$ cat src/hw/rtl/lccd_pkg.sv
`default_nettype none

package lccd_pkg;

  // result event codes
  localparam logic [3:0] EV_NONE     = 4'd0;
  localparam logic [3:0] EV_STORED   = 4'd1;
  localparam logic [3:0] EV_REPEAT   = 4'd2;
  localparam logic [3:0] EV_MSG      = 4'd3;
  localparam logic [3:0] EV_BAD_SYNC = 4'd4;
  localparam logic [3:0] EV_PAIR1    = 4'd5;
  localparam logic [3:0] EV_PAIR2    = 4'd6;
  localparam logic [3:0] EV_PAIR3    = 4'd7;
  localparam logic [3:0] EV_PAIR4    = 4'd8;
  localparam logic [3:0] EV_RANGE    = 4'd9;

  localparam logic [11:0] MAX_LEN      = 12'd16;
  localparam logic [3:0]  GROUP_LEN    = 4'd10;
  localparam logic [5:0]  PAIR_SUM     = 6'd15;
  localparam logic [7:0]  CRC_POLY     = 8'h8C;
  localparam logic [8:0]  MAX_EMIT_IDX = 9'd63;

  typedef struct packed {
    logic       capture;
    logic       sync_step;
    logic       rd_pos;
    logic       rd_cnt;
    logic       cnt_clr;
    logic       cnt_inc;
    logic       crc_acc;
    logic       store_wr;
    logic       set_finished;
    logic       out_load;
    logic       out_last;
    logic [3:0] out_ev;
  } lccd_cmd_t;

  typedef struct packed {
    logic       skip;
    logic       grp;
    logic [3:0] dec_ev;
    logic       rpt_hit;
    logic       crc_end;
    logic       crc_match;
    logic       emit_last;
    logic       out_free;
  } lccd_sts_t;

  // one byte of reflected crc-8
  function automatic logic [7:0] crc8_step(input logic [7:0] crc, input logic [7:0] din);
    logic [7:0] c;
    c = crc ^ din;
    for (int b = 0; b < 8; b++) begin
      c = c[0] ? ((c >> 1) ^ CRC_POLY) : (c >> 1);
    end
    return c;
  endfunction

endpackage

`default_nettype wire

$ cat src/hw/rtl/lccd_ctrl.sv
`default_nettype none

module lccd_ctrl (
  input  wire logic               clk_i,
  input  wire logic               rst_ni,
  input  wire logic               in_valid_i,
  output logic                    in_ready_o,
  input  wire lccd_pkg::lccd_sts_t sts_i,
  output lccd_pkg::lccd_cmd_t     cmd_o
);
  import lccd_pkg::*;

  typedef enum logic [8:0] {
    S_IDLE    = 9'b000000001,
    S_SYNC    = 9'b000000010,
    S_DEC     = 9'b000000100,
    S_CMP     = 9'b000001000,
    S_CRC_RD  = 9'b000010000,
    S_CRC_ACC = 9'b000100000,
    S_EM_RD   = 9'b001000000,
    S_EM_WR   = 9'b010000000,
    S_RESP    = 9'b100000000
  } state_e;

  state_e     state_q, state_d;
  logic [3:0] ev_q, ev_d;

  always_comb begin
    state_d    = state_q;
    ev_d       = ev_q;
    cmd_o      = '0;
    in_ready_o = 1'b0;
    unique case (state_q)
      S_IDLE: begin
        in_ready_o = 1'b1;
        if (in_valid_i) begin
          cmd_o.capture = 1'b1;
          state_d       = S_SYNC;
        end
      end
      S_SYNC: begin
        ev_d = EV_NONE;
        if (sts_i.skip) begin
          state_d = S_RESP;
        end else begin
          cmd_o.sync_step = 1'b1;
          state_d         = sts_i.grp ? S_DEC : S_RESP;
        end
      end
      S_DEC: begin
        cmd_o.rd_pos = 1'b1;
        state_d      = S_CMP;
      end
      S_CMP: begin
        priority if (sts_i.dec_ev != EV_NONE) begin
          ev_d    = sts_i.dec_ev;
          state_d = S_RESP;
        end else if (sts_i.rpt_hit) begin
          cmd_o.cnt_clr = 1'b1;
          state_d       = S_CRC_RD;
        end else begin
          cmd_o.store_wr = 1'b1;
          ev_d           = EV_STORED;
          state_d        = S_RESP;
        end
      end
      S_CRC_RD: begin
        cmd_o.rd_cnt = 1'b1;
        state_d      = S_CRC_ACC;
      end
      S_CRC_ACC: begin
        priority if (sts_i.crc_end && sts_i.crc_match) begin
          cmd_o.set_finished = 1'b1;
          cmd_o.cnt_clr      = 1'b1;
          state_d            = S_EM_RD;
        end else if (sts_i.crc_end) begin
          ev_d    = EV_REPEAT;
          state_d = S_RESP;
        end else begin
          cmd_o.crc_acc = 1'b1;
          cmd_o.cnt_inc = 1'b1;
          state_d       = S_CRC_RD;
        end
      end
      S_EM_RD: begin
        cmd_o.rd_cnt = 1'b1;
        state_d      = S_EM_WR;
      end
      S_EM_WR: begin
        if (sts_i.out_free) begin
          cmd_o.out_load = 1'b1;
          cmd_o.out_ev   = EV_MSG;
          cmd_o.out_last = sts_i.emit_last;
          cmd_o.cnt_inc  = 1'b1;
          state_d        = sts_i.emit_last ? S_IDLE : S_EM_RD;
        end
      end
      S_RESP: begin
        if (sts_i.out_free) begin
          cmd_o.out_load = 1'b1;
          cmd_o.out_ev   = ev_q;
          cmd_o.out_last = 1'b1;
          state_d        = S_IDLE;
        end
      end
      default: state_d = S_IDLE;
    endcase
  end

  always_ff @(posedge clk_i or negedge rst_ni) begin
    if (!rst_ni) begin
      state_q <= S_IDLE;
      ev_q    <= EV_NONE;
    end else begin
      state_q <= state_d;
      ev_q    <= ev_d;
    end
  end

  a_load_free: assert property (@(posedge clk_i) disable iff (!rst_ni)
    cmd_o.out_load |-> sts_i.out_free)
    else $error("result loaded into a full output stage");

  a_last_idle: assert property (@(posedge clk_i) disable iff (!rst_ni)
    cmd_o.out_load && cmd_o.out_last |=> in_ready_o)
    else $error("controller not idle after final result of a transaction");

endmodule

`default_nettype wire

$ cat src/hw/rtl/lccd_dpath.sv
`default_nettype none

module lccd_dpath #(
  parameter int MSG_DEPTH = 64
) (
  input  wire logic                clk_i,
  input  wire logic                rst_ni,
  input  wire logic [47:0]         src_mac_i,
  input  wire logic [11:0]         frame_len_i,
  input  wire logic [3:0]          channel_i,
  input  wire lccd_pkg::lccd_cmd_t cmd_i,
  output lccd_pkg::lccd_sts_t      sts_o,
  output logic                     out_valid_o,
  input  wire logic                out_ready_i,
  output logic [3:0]               event_res_o,
  output logic [5:0]               position_o,
  output logic [7:0]               value_o,
  output logic [5:0]               message_length_o,
  output logic                     last_o,
  output logic                     locked_o,
  output logic [3:0]               locked_channel_o
);
  import lccd_pkg::*;

  localparam int AW = $clog2(MSG_DEPTH);
  localparam logic [8:0] DepthW = 9'(MSG_DEPTH);

  typedef enum logic [2:0] {
    SY_HUNT = 3'b001,
    SY_SYNC = 3'b010,
    SY_COLL = 3'b100
  } sync_e;

  // captured transaction
  logic [47:0] mac_q;
  logic [11:0] len_q;
  logic [3:0]  ch_q;

  // sync tracking
  sync_e       sst_q, sst_d;
  logic [3:0]  scnt_q, scnt_d;
  logic [4:0]  sym_q [10];
  logic        sym_we;
  logic [3:0]  sym_idx;
  logic [4:0]  sym_wd;
  logic [47:0] stn_q, stn_d;
  logic [3:0]  chan_q, chan_d;
  logic        lock_q;
  logic        finished_q;
  logic        grp;
  logic        start;

  // message store
  logic [7:0]    mem [MSG_DEPTH];
  logic          vld_q [MSG_DEPTH];
  logic [7:0]    rd_q;
  logic          rd_vld_q;
  logic [AW-1:0] raddr;
  logic [7:0]    rd_byte;
  logic [AW-1:0] hp_q;
  logic [AW-1:0] cnt_q;
  logic [7:0]    crc_q;

  // decode
  logic [4:0] red [8];
  logic [3:0] pair_ok;
  logic [7:0] dec_pos;
  logic [7:0] dec_val;
  logic [3:0] dec_ev;
  logic       in_range;

  // output stage
  logic       ov_q;
  logic [3:0] o_ev_q;
  logic [5:0] o_pos_q, o_pos_d;
  logic [7:0] o_val_q, o_val_d;
  logic [5:0] o_mlen_q;
  logic       o_last_q;
  logic       o_lock_q;
  logic [3:0] o_chan_q;

  always_ff @(posedge clk_i) begin
    if (cmd_i.capture) begin
      mac_q <= src_mac_i;
      len_q <= frame_len_i;
      ch_q  <= channel_i;
    end
  end

  always_comb begin
    sst_d   = sst_q;
    scnt_d  = scnt_q;
    sym_we  = 1'b0;
    sym_idx = scnt_q;
    sym_wd  = len_q[4:0];
    stn_d   = stn_q;
    chan_d  = chan_q;
    start   = 1'b0;
    grp     = 1'b0;
    unique case (sst_q)
      SY_HUNT: begin
        if (len_q == 12'd0) start = 1'b1;
      end
      SY_SYNC: begin
        if (mac_q == stn_q) begin
          if (len_q == 12'd0) begin
            sym_we = 1'b1;
            sym_wd = 5'd0;
            scnt_d = scnt_q + 4'd1;
            sst_d  = SY_COLL;
          end else begin
            sst_d  = SY_HUNT;
            scnt_d = 4'd0;
          end
        end
      end
      SY_COLL: begin
        if (mac_q == stn_q) begin
          if (len_q == 12'd0) begin
            start = 1'b1;
          end else begin
            sym_we = 1'b1;
            scnt_d = scnt_q + 4'd1;
          end
        end
      end
      default: begin
        sst_d  = SY_HUNT;
        scnt_d = 4'd0;
      end
    endcase
    if (start) begin
      // sender address stays once a byte has been stored
      if (!lock_q) stn_d = mac_q;
      chan_d  = ch_q;
      sym_we  = 1'b1;
      sym_idx = 4'd0;
      sym_wd  = 5'd0;
      scnt_d  = 4'd1;
      sst_d   = SY_SYNC;
    end
    if (scnt_d >= GROUP_LEN) begin
      grp    = 1'b1;
      scnt_d = 4'd0;
      sst_d  = SY_HUNT;
    end
  end

  always_ff @(posedge clk_i) begin
    if (cmd_i.sync_step && sym_we) sym_q[sym_idx] <= sym_wd;
  end

  always_comb begin
    for (int i = 0; i < 8; i++) begin
      red[i] = sym_q[i + 2] - 5'd1;
    end
    for (int j = 0; j < 4; j++) begin
      pair_ok[j] = (6'(red[2 * j]) + 6'(red[2 * j + 1])) == PAIR_SUM;
    end
    dec_pos  = {red[2][3:0], red[0][3:0]};
    dec_val  = {red[6][3:0], red[4][3:0]};
    in_range = {1'b0, dec_pos} < DepthW;
    priority if (sym_q[0] != 5'd0 || sym_q[1] != 5'd0) dec_ev = EV_BAD_SYNC;
    else if (!pair_ok[0]) dec_ev = EV_PAIR1;
    else if (!pair_ok[1]) dec_ev = EV_PAIR2;
    else if (!pair_ok[2]) dec_ev = EV_PAIR3;
    else if (!pair_ok[3]) dec_ev = EV_PAIR4;
    else if (!in_range)   dec_ev = EV_RANGE;
    else                  dec_ev = EV_NONE;
  end

  assign raddr   = cmd_i.rd_pos ? AW'(dec_pos) : cnt_q;
  assign rd_byte = rd_vld_q ? rd_q : 8'h00;

  always_ff @(posedge clk_i) begin
    if (cmd_i.store_wr) mem[AW'(dec_pos)] <= dec_val;
    if (cmd_i.rd_pos || cmd_i.rd_cnt) begin
      rd_q     <= mem[raddr];
      rd_vld_q <= vld_q[raddr];
    end
  end

  // entry never written reads as zero
  always_ff @(posedge clk_i or negedge rst_ni) begin
    if (!rst_ni) begin
      for (int k = 0; k < MSG_DEPTH; k++) vld_q[k] <= 1'b0;
    end else if (cmd_i.store_wr) begin
      vld_q[AW'(dec_pos)] <= 1'b1;
    end
  end

  always_ff @(posedge clk_i or negedge rst_ni) begin
    if (!rst_ni) begin
      sst_q      <= SY_HUNT;
      scnt_q     <= 4'd0;
      stn_q      <= 48'd0;
      chan_q     <= 4'd0;
      lock_q     <= 1'b0;
      finished_q <= 1'b0;
      hp_q       <= '0;
      cnt_q      <= '0;
      crc_q      <= 8'h00;
    end else begin
      if (cmd_i.sync_step) begin
        sst_q  <= sst_d;
        scnt_q <= scnt_d;
        stn_q  <= stn_d;
        chan_q <= chan_d;
      end
      if (cmd_i.store_wr) begin
        lock_q <= 1'b1;
        if (AW'(dec_pos) > hp_q) hp_q <= AW'(dec_pos);
      end
      if (cmd_i.set_finished) finished_q <= 1'b1;
      if (cmd_i.cnt_clr) begin
        cnt_q <= '0;
        crc_q <= 8'h00;
      end else begin
        if (cmd_i.cnt_inc) cnt_q <= cnt_q + 1'b1;
        if (cmd_i.crc_acc) crc_q <= crc8_step(crc_q, rd_byte);
      end
    end
  end

  always_comb begin
    sts_o.skip      = finished_q || (len_q > MAX_LEN);
    sts_o.grp       = grp;
    sts_o.dec_ev    = dec_ev;
    sts_o.rpt_hit   = (rd_byte == dec_val) && (hp_q > AW'(2));
    sts_o.crc_end   = cnt_q == hp_q;
    sts_o.crc_match = crc_q == rd_byte;
    sts_o.emit_last = (cnt_q == AW'(hp_q - 1'b1)) || (9'(cnt_q) == MAX_EMIT_IDX);
    sts_o.out_free  = !ov_q || out_ready_i;
  end

  always_comb begin
    unique case (cmd_i.out_ev)
      EV_STORED, EV_REPEAT: begin
        o_pos_d = dec_pos[5:0];
        o_val_d = dec_val;
      end
      EV_MSG: begin
        o_pos_d = 6'(cnt_q);
        o_val_d = rd_byte;
      end
      default: begin
        o_pos_d = 6'd0;
        o_val_d = 8'h00;
      end
    endcase
  end

  always_ff @(posedge clk_i or negedge rst_ni) begin
    if (!rst_ni) begin
      ov_q <= 1'b0;
    end else if (cmd_i.out_load) begin
      ov_q <= 1'b1;
    end else if (out_ready_i) begin
      ov_q <= 1'b0;
    end
  end

  always_ff @(posedge clk_i) begin
    if (cmd_i.out_load) begin
      o_ev_q   <= cmd_i.out_ev;
      o_pos_q  <= o_pos_d;
      o_val_q  <= o_val_d;
      o_mlen_q <= 6'(hp_q);
      o_last_q <= cmd_i.out_last;
      o_lock_q <= lock_q;
      o_chan_q <= chan_q;
    end
  end

  assign out_valid_o      = ov_q;
  assign event_res_o      = o_ev_q;
  assign position_o       = o_pos_q;
  assign value_o          = o_val_q;
  assign message_length_o = o_mlen_q;
  assign last_o           = o_last_q;
  assign locked_o         = o_lock_q;
  assign locked_channel_o = o_chan_q;

  a_store_ok: assert property (@(posedge clk_i) disable iff (!rst_ni)
    cmd_i.store_wr |-> in_range && !finished_q)
    else $error("store write out of range or after message completed");

  a_walk_bound: assert property (@(posedge clk_i) disable iff (!rst_ni)
    cmd_i.rd_cnt |-> cnt_q <= hp_q)
    else $error("store walk beyond highest position");

  a_hp_mono: assert property (@(posedge clk_i) disable iff (!rst_ni)
    1'b1 |=> hp_q >= $past(hp_q))
    else $error("highest position went backwards");

endmodule

`default_nettype wire

$ cat src/hw/rtl/length_coded_config_decoder.sv
// length-coded config decoder
// input channel: one transaction per sniffed frame (sender address, payload
// length, channel), valid/ready. output channel: one or more results per input
// transaction, valid/ready, last marks the final result of that transaction.
// an input transaction is taken only while the controller is idle; one sits in
// the block at a time.
// a frame that completes no group passes the sync and result states, and the
// controller is back in idle as its result is registered; a completed group
// adds a decode and a store read before the result.
// a repeated value walks the message store from position 0 up to the highest
// position, reading each byte over the single store read port and folding it
// into the crc; after a crc match the bytes below the highest position follow,
// each once the output register is free, at most 63 of them.
// a single output register parts the two sides: the next transaction may be
// accepted while a result waits; when the receiver stalls the controller
// holds in its result or message-emit state and no further input is taken.
// reset returns sync to hunting, clears the station address, lock, channel
// and highest position, and marks every store entry unwritten (reads as zero)
// in the same cycle; no clearing pass is needed.
`default_nettype none

module length_coded_config_decoder #(
  parameter int MSG_DEPTH = 64
) (
  input  wire logic        clk_i,
  input  wire logic        rst_ni,
  input  wire logic        in_valid_i,
  output logic             in_ready_o,
  input  wire logic [47:0] src_mac_i,
  input  wire logic [11:0] frame_len_i,
  input  wire logic [3:0]  channel_i,
  output logic             out_valid_o,
  input  wire logic        out_ready_i,
  output logic [3:0]       event_res_o,
  output logic [5:0]       position_o,
  output logic [7:0]       value_o,
  output logic [5:0]       message_length_o,
  output logic             last_o,
  output logic             locked_o,
  output logic [3:0]       locked_channel_o
);
  import lccd_pkg::*;

  lccd_cmd_t cmd;
  lccd_sts_t sts;

  lccd_ctrl u_ctrl (
    .clk_i      (clk_i),
    .rst_ni     (rst_ni),
    .in_valid_i (in_valid_i),
    .in_ready_o (in_ready_o),
    .sts_i      (sts),
    .cmd_o      (cmd)
  );

  lccd_dpath #(
    .MSG_DEPTH (MSG_DEPTH)
  ) u_dpath (
    .clk_i            (clk_i),
    .rst_ni           (rst_ni),
    .src_mac_i        (src_mac_i),
    .frame_len_i      (frame_len_i),
    .channel_i        (channel_i),
    .cmd_i            (cmd),
    .sts_o            (sts),
    .out_valid_o      (out_valid_o),
    .out_ready_i      (out_ready_i),
    .event_res_o      (event_res_o),
    .position_o       (position_o),
    .value_o          (value_o),
    .message_length_o (message_length_o),
    .last_o           (last_o),
    .locked_o         (locked_o),
    .locked_channel_o (locked_channel_o)
  );

endmodule

`default_nettype wire

$ cat config.mk
export PLATFORM = sky130hd
export DESIGN_NAME = length_coded_config_decoder
export DESIGN_NICKNAME = d
export VERILOG_FILES = /design/src/hw/rtl/lccd_pkg.sv /design/src/hw/rtl/lccd_ctrl.sv /design/src/hw/rtl/lccd_dpath.sv /design/src/hw/rtl/length_coded_config_decoder.sv
export SDC_FILE = /design/constraint.sdc
export NUM_CORES = 1
export LEC_CHECK = 0
export BUFFER_PORTS_ARGS = -buffer_cell sky130_fd_sc_hd__buf_2
export CAP_MARGIN = 5
export CORE_UTILIZATION = 45
export DETAILED_ROUTE_END_ITERATION = 10
export GPL_ROUTABILITY_DRIVEN = 0
export PLACE_DENSITY = 0.65
export SYNTH_ARGS = -nofsm -noshare
export SYNTH_HDL_FRONTEND = slang
export SYNTH_SLANG_ARGS = --single-unit
$ cat constraint.sdc
create_clock -name clk_i -period 8.3 [get_ports clk_i]
set_clock_uncertainty 0.1 [all_clocks]
set_input_delay 0.83 -clock clk_i [delete_from_list [all_inputs] [get_ports clk_i]]
set_output_delay 0.83 -clock clk_i [all_outputs]
set_load 0.005 [all_outputs]
* Word level (Yosys, flattened, before mapping)
Memories as Yosys holds them, arrays and structs flattened. A register that Yosys moved wholly into a read port is not among the register bits.
Index checks and enable logic that the tools add are counted.
** Word-level totals
- Flip-flop bits (word level) :: 254
- Memory bits (writable) :: 562
- Input bits :: 68
- Output and inout bits :: 32
- Logic and storage cells :: 282
- Memories :: 2
** Memories
- u_dpath.mem :: depth 64, width 8, read ports 1, clocked after memory_dff 1, wr ports 1, RTL line lccd_dpath.sv:54 : logic [7:0] mem [MSG_DEPTH];
- u_dpath.sym_q :: depth 10, width 5, read ports 10, clocked after memory_dff 0, wr ports 1, RTL line lccd_dpath.sv:42 : logic [4:0] sym_q [10];
** Cells by class
- Add/sub/neg operators :: 15
- Order comparisons :: 8
- Eq/ne operators :: 33
- Mux-type cells :: 97
- Bitwise operators :: 13
- Reductions and logical operators :: 27
** Operators by type and width (count)
- 8-bit 2-to-1 mux :: 11
- 9-bit 2-to-1 mux :: 9
- 9-bit case mux with 9 select lines :: 1
- 4-bit 2-to-1 mux :: 17
- 64-bit bitwise OR :: 1
- 48-bit == test :: 1
- 5-bit by 1-bit subtractor with 5-bit output (second input constant) :: 8
- 1-bit 2-to-1 mux :: 31
- 6-bit 2-to-1 mux :: 5
- 5-bit by 5-bit adder with 6-bit output :: 4
- 6-bit by 4-bit == test with 1-bit output (second input constant) :: 4
- 2-bit NOT with 3-bit output :: 8
- 4-bit case mux with 3 select lines :: 2
- 6-bit case mux with 2 select lines :: 2
- 5-bit 2-to-1 mux :: 4
- 8-bit == test :: 2
- 8-bit case mux with 2 select lines :: 1
- 7-bit >= comparator (second input constant) :: 2
- 6-bit NOT with 7-bit output :: 2
- 6-bit == test :: 2
- 12-bit by 5-bit > comparator with 1-bit output (second input constant) :: 1
- 12-bit zero test :: 1
- 3-bit 2-to-1 mux :: 4
- 5-bit nonzero test :: 2
- 46 further kinds :: 68

* Longest topological paths before layout
- Depth in word-level cells :: 20
- Mapped depth :: 14
- Depth with buffers taken out :: 13

* Cells and area by module
From an unflattened synthesis, not the netlist that was laid out.
** Second synthesis, totals
- Cells, all modules :: 2022
- Area, all modules :: 34644.5 um^2
** By module, submodules not included
- lccd_dpath :: instances 1, cells each 1910, area an instance 33679.8 um^2
- lccd_ctrl :: instances 1, cells each 112, area an instance 964.7 um^2

* Worst setup path before layout
Ideal clock, no wire load.
- Path kind :: reg-to-reg
- Start point :: memory u_dpath.sym_q[6][0]
- End point :: memory u_dpath.mem[48][0], enable pin
- Library setup time :: 0.370 ns
- Arrival :: 5.904 ns
- Data required time :: 7.830 ns
- Path slack :: 1.926 ns
- Cell stages (with the launch flop) :: 12
- Period minus slack after synthesis :: 6.374 ns
- Cell sequence :: edfxtp_1 > inv_1 > ha_1 > xor2_1 > ha_1 > or3_1 > a211oi_1 > nand4_1 > nor4_1 > nand2_1 > clkbuf_1 > nor2_1
** RTL lines (RTL line)
- from (decl) :: lccd_dpath.sv:42
- to (decl) :: lccd_dpath.sv:54

==> impl_metrics.tcl <==
set metrics [dict create \
    worstMarginPinSlew_ns 1.208 \
    crit_path_max_incr_delay_ns 0.90 \
    powerDensity_nw_per_um2 217.9 \
    final_common_cell "edfxtp_1" \
    clockPowerShare_pct 43.8 \
    std_cell_rows 101 \
    syn_area_per_cell_sq_um 14.41 \
    worst_path_max_delay_cell "nor4_1" \
    comb_power_share_pct 2.2 \
    wl_per_cell_um 23.59 \
    cts_post_setup_buffers_inserted 0 \
    fillerInstances 6307 \
    path_class "register to register" \
    slew_headroom_pct 18.84 \
    clock_path_buffers 3 \
    drc 0 \
    p_int_mw 6.728 \
    io_buffers 99 \
    clkSinkCount 824 \
    numCtsBuffers 85 \
    postPlaceCellArea_sq_um 36220 \
    end_kind "register" \
    drt-pass1-iter-count 6 \
    leakage_nw 13.92 \
    rsz0062_at_grt "false" \
    design_area_sq_um 38960 \
    ctsResizeCount 0 \
    num_vias 20980 \
    yosys.area_share.simple_pct 9.572 \
    slew_viol_final 0 \
    finalCriticalPeriod_ns 5.975 \
    multi_input_area_sq_um 9996 \
    die_h_um 279.2 \
    drt_wl_total_mm 85.15 \
    hold_viol_final 0 \
    cts_tree "built" \
    synth_edf_count 665 \
    first_global_vias 21020 \
    core_sq_um 75950 \
    area_growth_pct 12.68 \
    cp_cell_sequence "inv_2 > ha_1 > fa_1 > or4b_2 > a211oi_1 > nand4_1 > nor4_1 > nand2_1 > nor2_1" \
    hold_buffers 0 \
    drtIter0Drc 2292 \
    synth_seq_area_share_pct 69.27 \
    root_buffer "clkbuf_16" \
    max_freq_mhz 167.4 \
    ys_types 76 \
    antenna_left 0 \
    synth_compound_area_share_pct 7.053 \
    grt_pass1_wl_mm 129.3 \
    track_usage_pct 21.98 \
    start_util_pct 45.52 \
    ir_drop_uv 156.0 \
    grt_max_degree 135 \
    cp.arrival_ns 6.14 \
    setup-tns-final_ns 0 \
    synth-seq-cells 824 \
    synthFlopType "edfxtp_1" \
    final-seq-area_sq_um 23950 \
    io_pins 100 \
    p_sw_share_pct 20.74 \
    finalCritPeriodShare_pct 71.98 \
    post-dp-hpwl_mm 53.29 \
    setup_viol 0 \
    finalNetCount 2623 \
    antenna_found_initial 1 \
    cp-start-kind "register" \
    cp_max_fo 20 \
    async_flop_share_pct 19.30 \
    design.die.area_sq_um 77940 \
    yosys_warnings 0 \
    vias_per_cell 5.811 \
    synth-xor-area-share_pct 3.134 \
    syn-cell-area_sq_um 34570 \
    grt.busiest_layer "met2" \
    syn_nets 2514 \
    clk_latency_ns 0.65 \
    netlist_instances 2400 \
    drive_above_1_share_pct 14.88 \
    synth_mux_area_share_pct 7.165 \
    hold_class "input pin to asynchronous set/reset pin" \
    critPathRequiredTime_ns 8.47 \
    grtUsageMet2_pct 35.43 \
    grt-ovfl-total 0 \
    synth_top_family_by_area "simple AND/OR/NAND/NOR gates" \
    gr-usage-met1_pct 29.99 \
    p_seq_share_pct 54.0 \
    status "finished clean" \
    cts.clk_slew.worst_paths_ns 0.07 \
    p_switching_mw 1.760 \
    crit_family "simple AND/OR/NAND/NOR gates" \
    cts_max_level 3 \
    final_cell_mix "edfxtp_1, nand2_1, dfrtp_1" \
    synthAdderAreaFrac_pct 1.752 \
    die_w_um 279.2 \
    gr-usage-met3_pct 3.665 \
    cap_violations 0 \
    n_antenna_cell 0 \
    cp_num_buf_inv 1 \
]
-- power groups by stage --
stage               Combinational [mW]  Sequential (mW)  Clock (mW)
floorplan                        0.117             4.65           0
global placement                 0.186             4.67           0
detailed placement               0.191             4.67           0
CTS                              0.192             4.59        3.78
global route                     0.210             4.59        3.93
finish                           0.186             4.59        3.71
-- per-stage QoR --
stage / setup slack (ns) / cells / hold WS (ns) / utilization, % / total power, mW
after floorplan: 1.926 / 2400 / 0.3194 / - / 4.764
after global placement: 2.570 / 3452 / 0.3387 / 47.69 / 4.857
after detailed placement: 2.403 / 3452 / 0.3377 / 47.69 / 4.865
after CTS: 2.387 / 3610 / 0.04892 / 51.30 / 8.556
after global routing: 2.003 / 3610 / 0.05853 / 51.30 / 8.738
final: 2.325 / 3610 / 0.05069 / 51.30 / 8.488
-- cell usage after synthesis (all sizes together) (4+ instances only) --
cell / instances / area (sq um)
and2: 10 / 62.56
mux2: 57 / 645.6
inv: 49 / 183.9
xor2: 82 / 718.2
nor2: 143 / 559.3
edfxtp: 665 / 19970
dfrtp: 157 / 3929
a22o: 13 / 113.9
or4: 6 / 48.80
a211oi: 6 / 45.04
clkbuf: 62 / 234.0
and3: 30 / 187.7
nand3: 46 / 230.2
buf: 52 / 291.5
a21oi: 15 / 75.07
o21bai: 66 / 495.5
ha: 42 / 525.5
nor3: 26 / 140.1
nand2: 346 / 1299
o21ai: 37 / 185.2
a21o: 7 / 52.55
mux2i: 102 / 1021
nand2b: 19 / 118.9
fa: 4 / 80.08
nor2b: 8 / 50.05
o21a: 5 / 37.54
xnor2: 39 / 341.6
a221oi: 10 / 87.58
a31oi: 51 / 319.1
o211ai: 4 / 30.03
a32oi: 85 / 744.5
or2: 4 / 25.02
mux4: 36 / 810.8
nor4: 36 / 225.2
a32o: 4 / 40.04
nand4: 26 / 162.7
-- per-layer routing --
metal	vias up	part of all wire [%]	wire, um
met5	-	0	0
met4	0	3.5	3022
met3	194	7.0	5979
met2	929	48	40490
met1	10550	42	35660
li1	9300	-	-
-- flip-flops by register name, indices dropped and copies added (netlist names), 4 cells and up --
register,flops
u_dpath.mem,512
u_dpath.vld_q,64
u_dpath.sym_q,50
u_dpath.mac_q,48
u_dpath.stn_q,48
u_dpath.len_q,12
u_ctrl.state_q,9
u_dpath.crc_q,8
u_dpath.rd_q,8
u_dpath.value_o,8
u_dpath.cnt_q,6
u_dpath.hp_q,6
u_dpath.message_length_o,6
u_dpath.position_o,6
u_ctrl.ev_q,4
u_dpath.ch_q,4
u_dpath.chan_q,4
u_dpath.event_res_o,4
u_dpath.locked_channel_o,4
u_dpath.scnt_q,4
-- worst register-to-register path: cells and delay by family (launching register included) --
family / cells / cell delay [ns]
flip-flops: 1 / 0.49
AND/OR/NAND/NOR: 5 / 3.30
adder cells (fa/ha/maj): 2 / 0.95
AO/OA/AOI/OAI: 1 / 0.34
buffers and inverters: 1 / 0.43
-- cell type report --
| type | instances | share of cell area (%) |
|---|---|---|
| timing repair buffer | 136 | 2.033 |
| sequential | 824 | 61.47 |
| clock inverter | 40 | 0.9474 |
| multi-input combinational | 1413 | 25.66 |
| clock buffer | 118 | 6.092 |
| inverter | 49 | 0.4881 |
| tap | 1030 | 3.308 |
-- cell families after synthesis --
group | after synthesis
multiplexers | 195
AO/OA/AOI/OAI | 327
buffers and inverters | 163
adder cells (fa/ha/maj) | 46
AND/OR/NAND/NOR | 723
flip-flops | 824
XOR/XNOR | 122
-- worst paths after layout --
| check | start | end | slack, ns | cells past startpoint |
|---|---|---|---|---|
| setup / recovery | u_dpath.sym_q[6][0] | u_dpath.mem[48][2] | 2.33 | 9 |
| max in group asynchronous | rst_ni | u_dpath.vld_q[39] | 6.76 | 2 |
| hold reg to reg | u_dpath.chan_q[3] | u_dpath.locked_channel_o[3] | 0.36 | 0 |
| min in group clk_i | frame_len_i[6] | u_dpath.len_q[6] | 0.26 | 1 |
| hold / removal | rst_ni | u_dpath.stn_q[17] | 0.05 | 1 |
| setup reg to reg | u_dpath.sym_q[6][0] | u_dpath.mem[48][2] | 2.33 | 9 |
No activity file was read; power rests on OpenSTA's default activity.
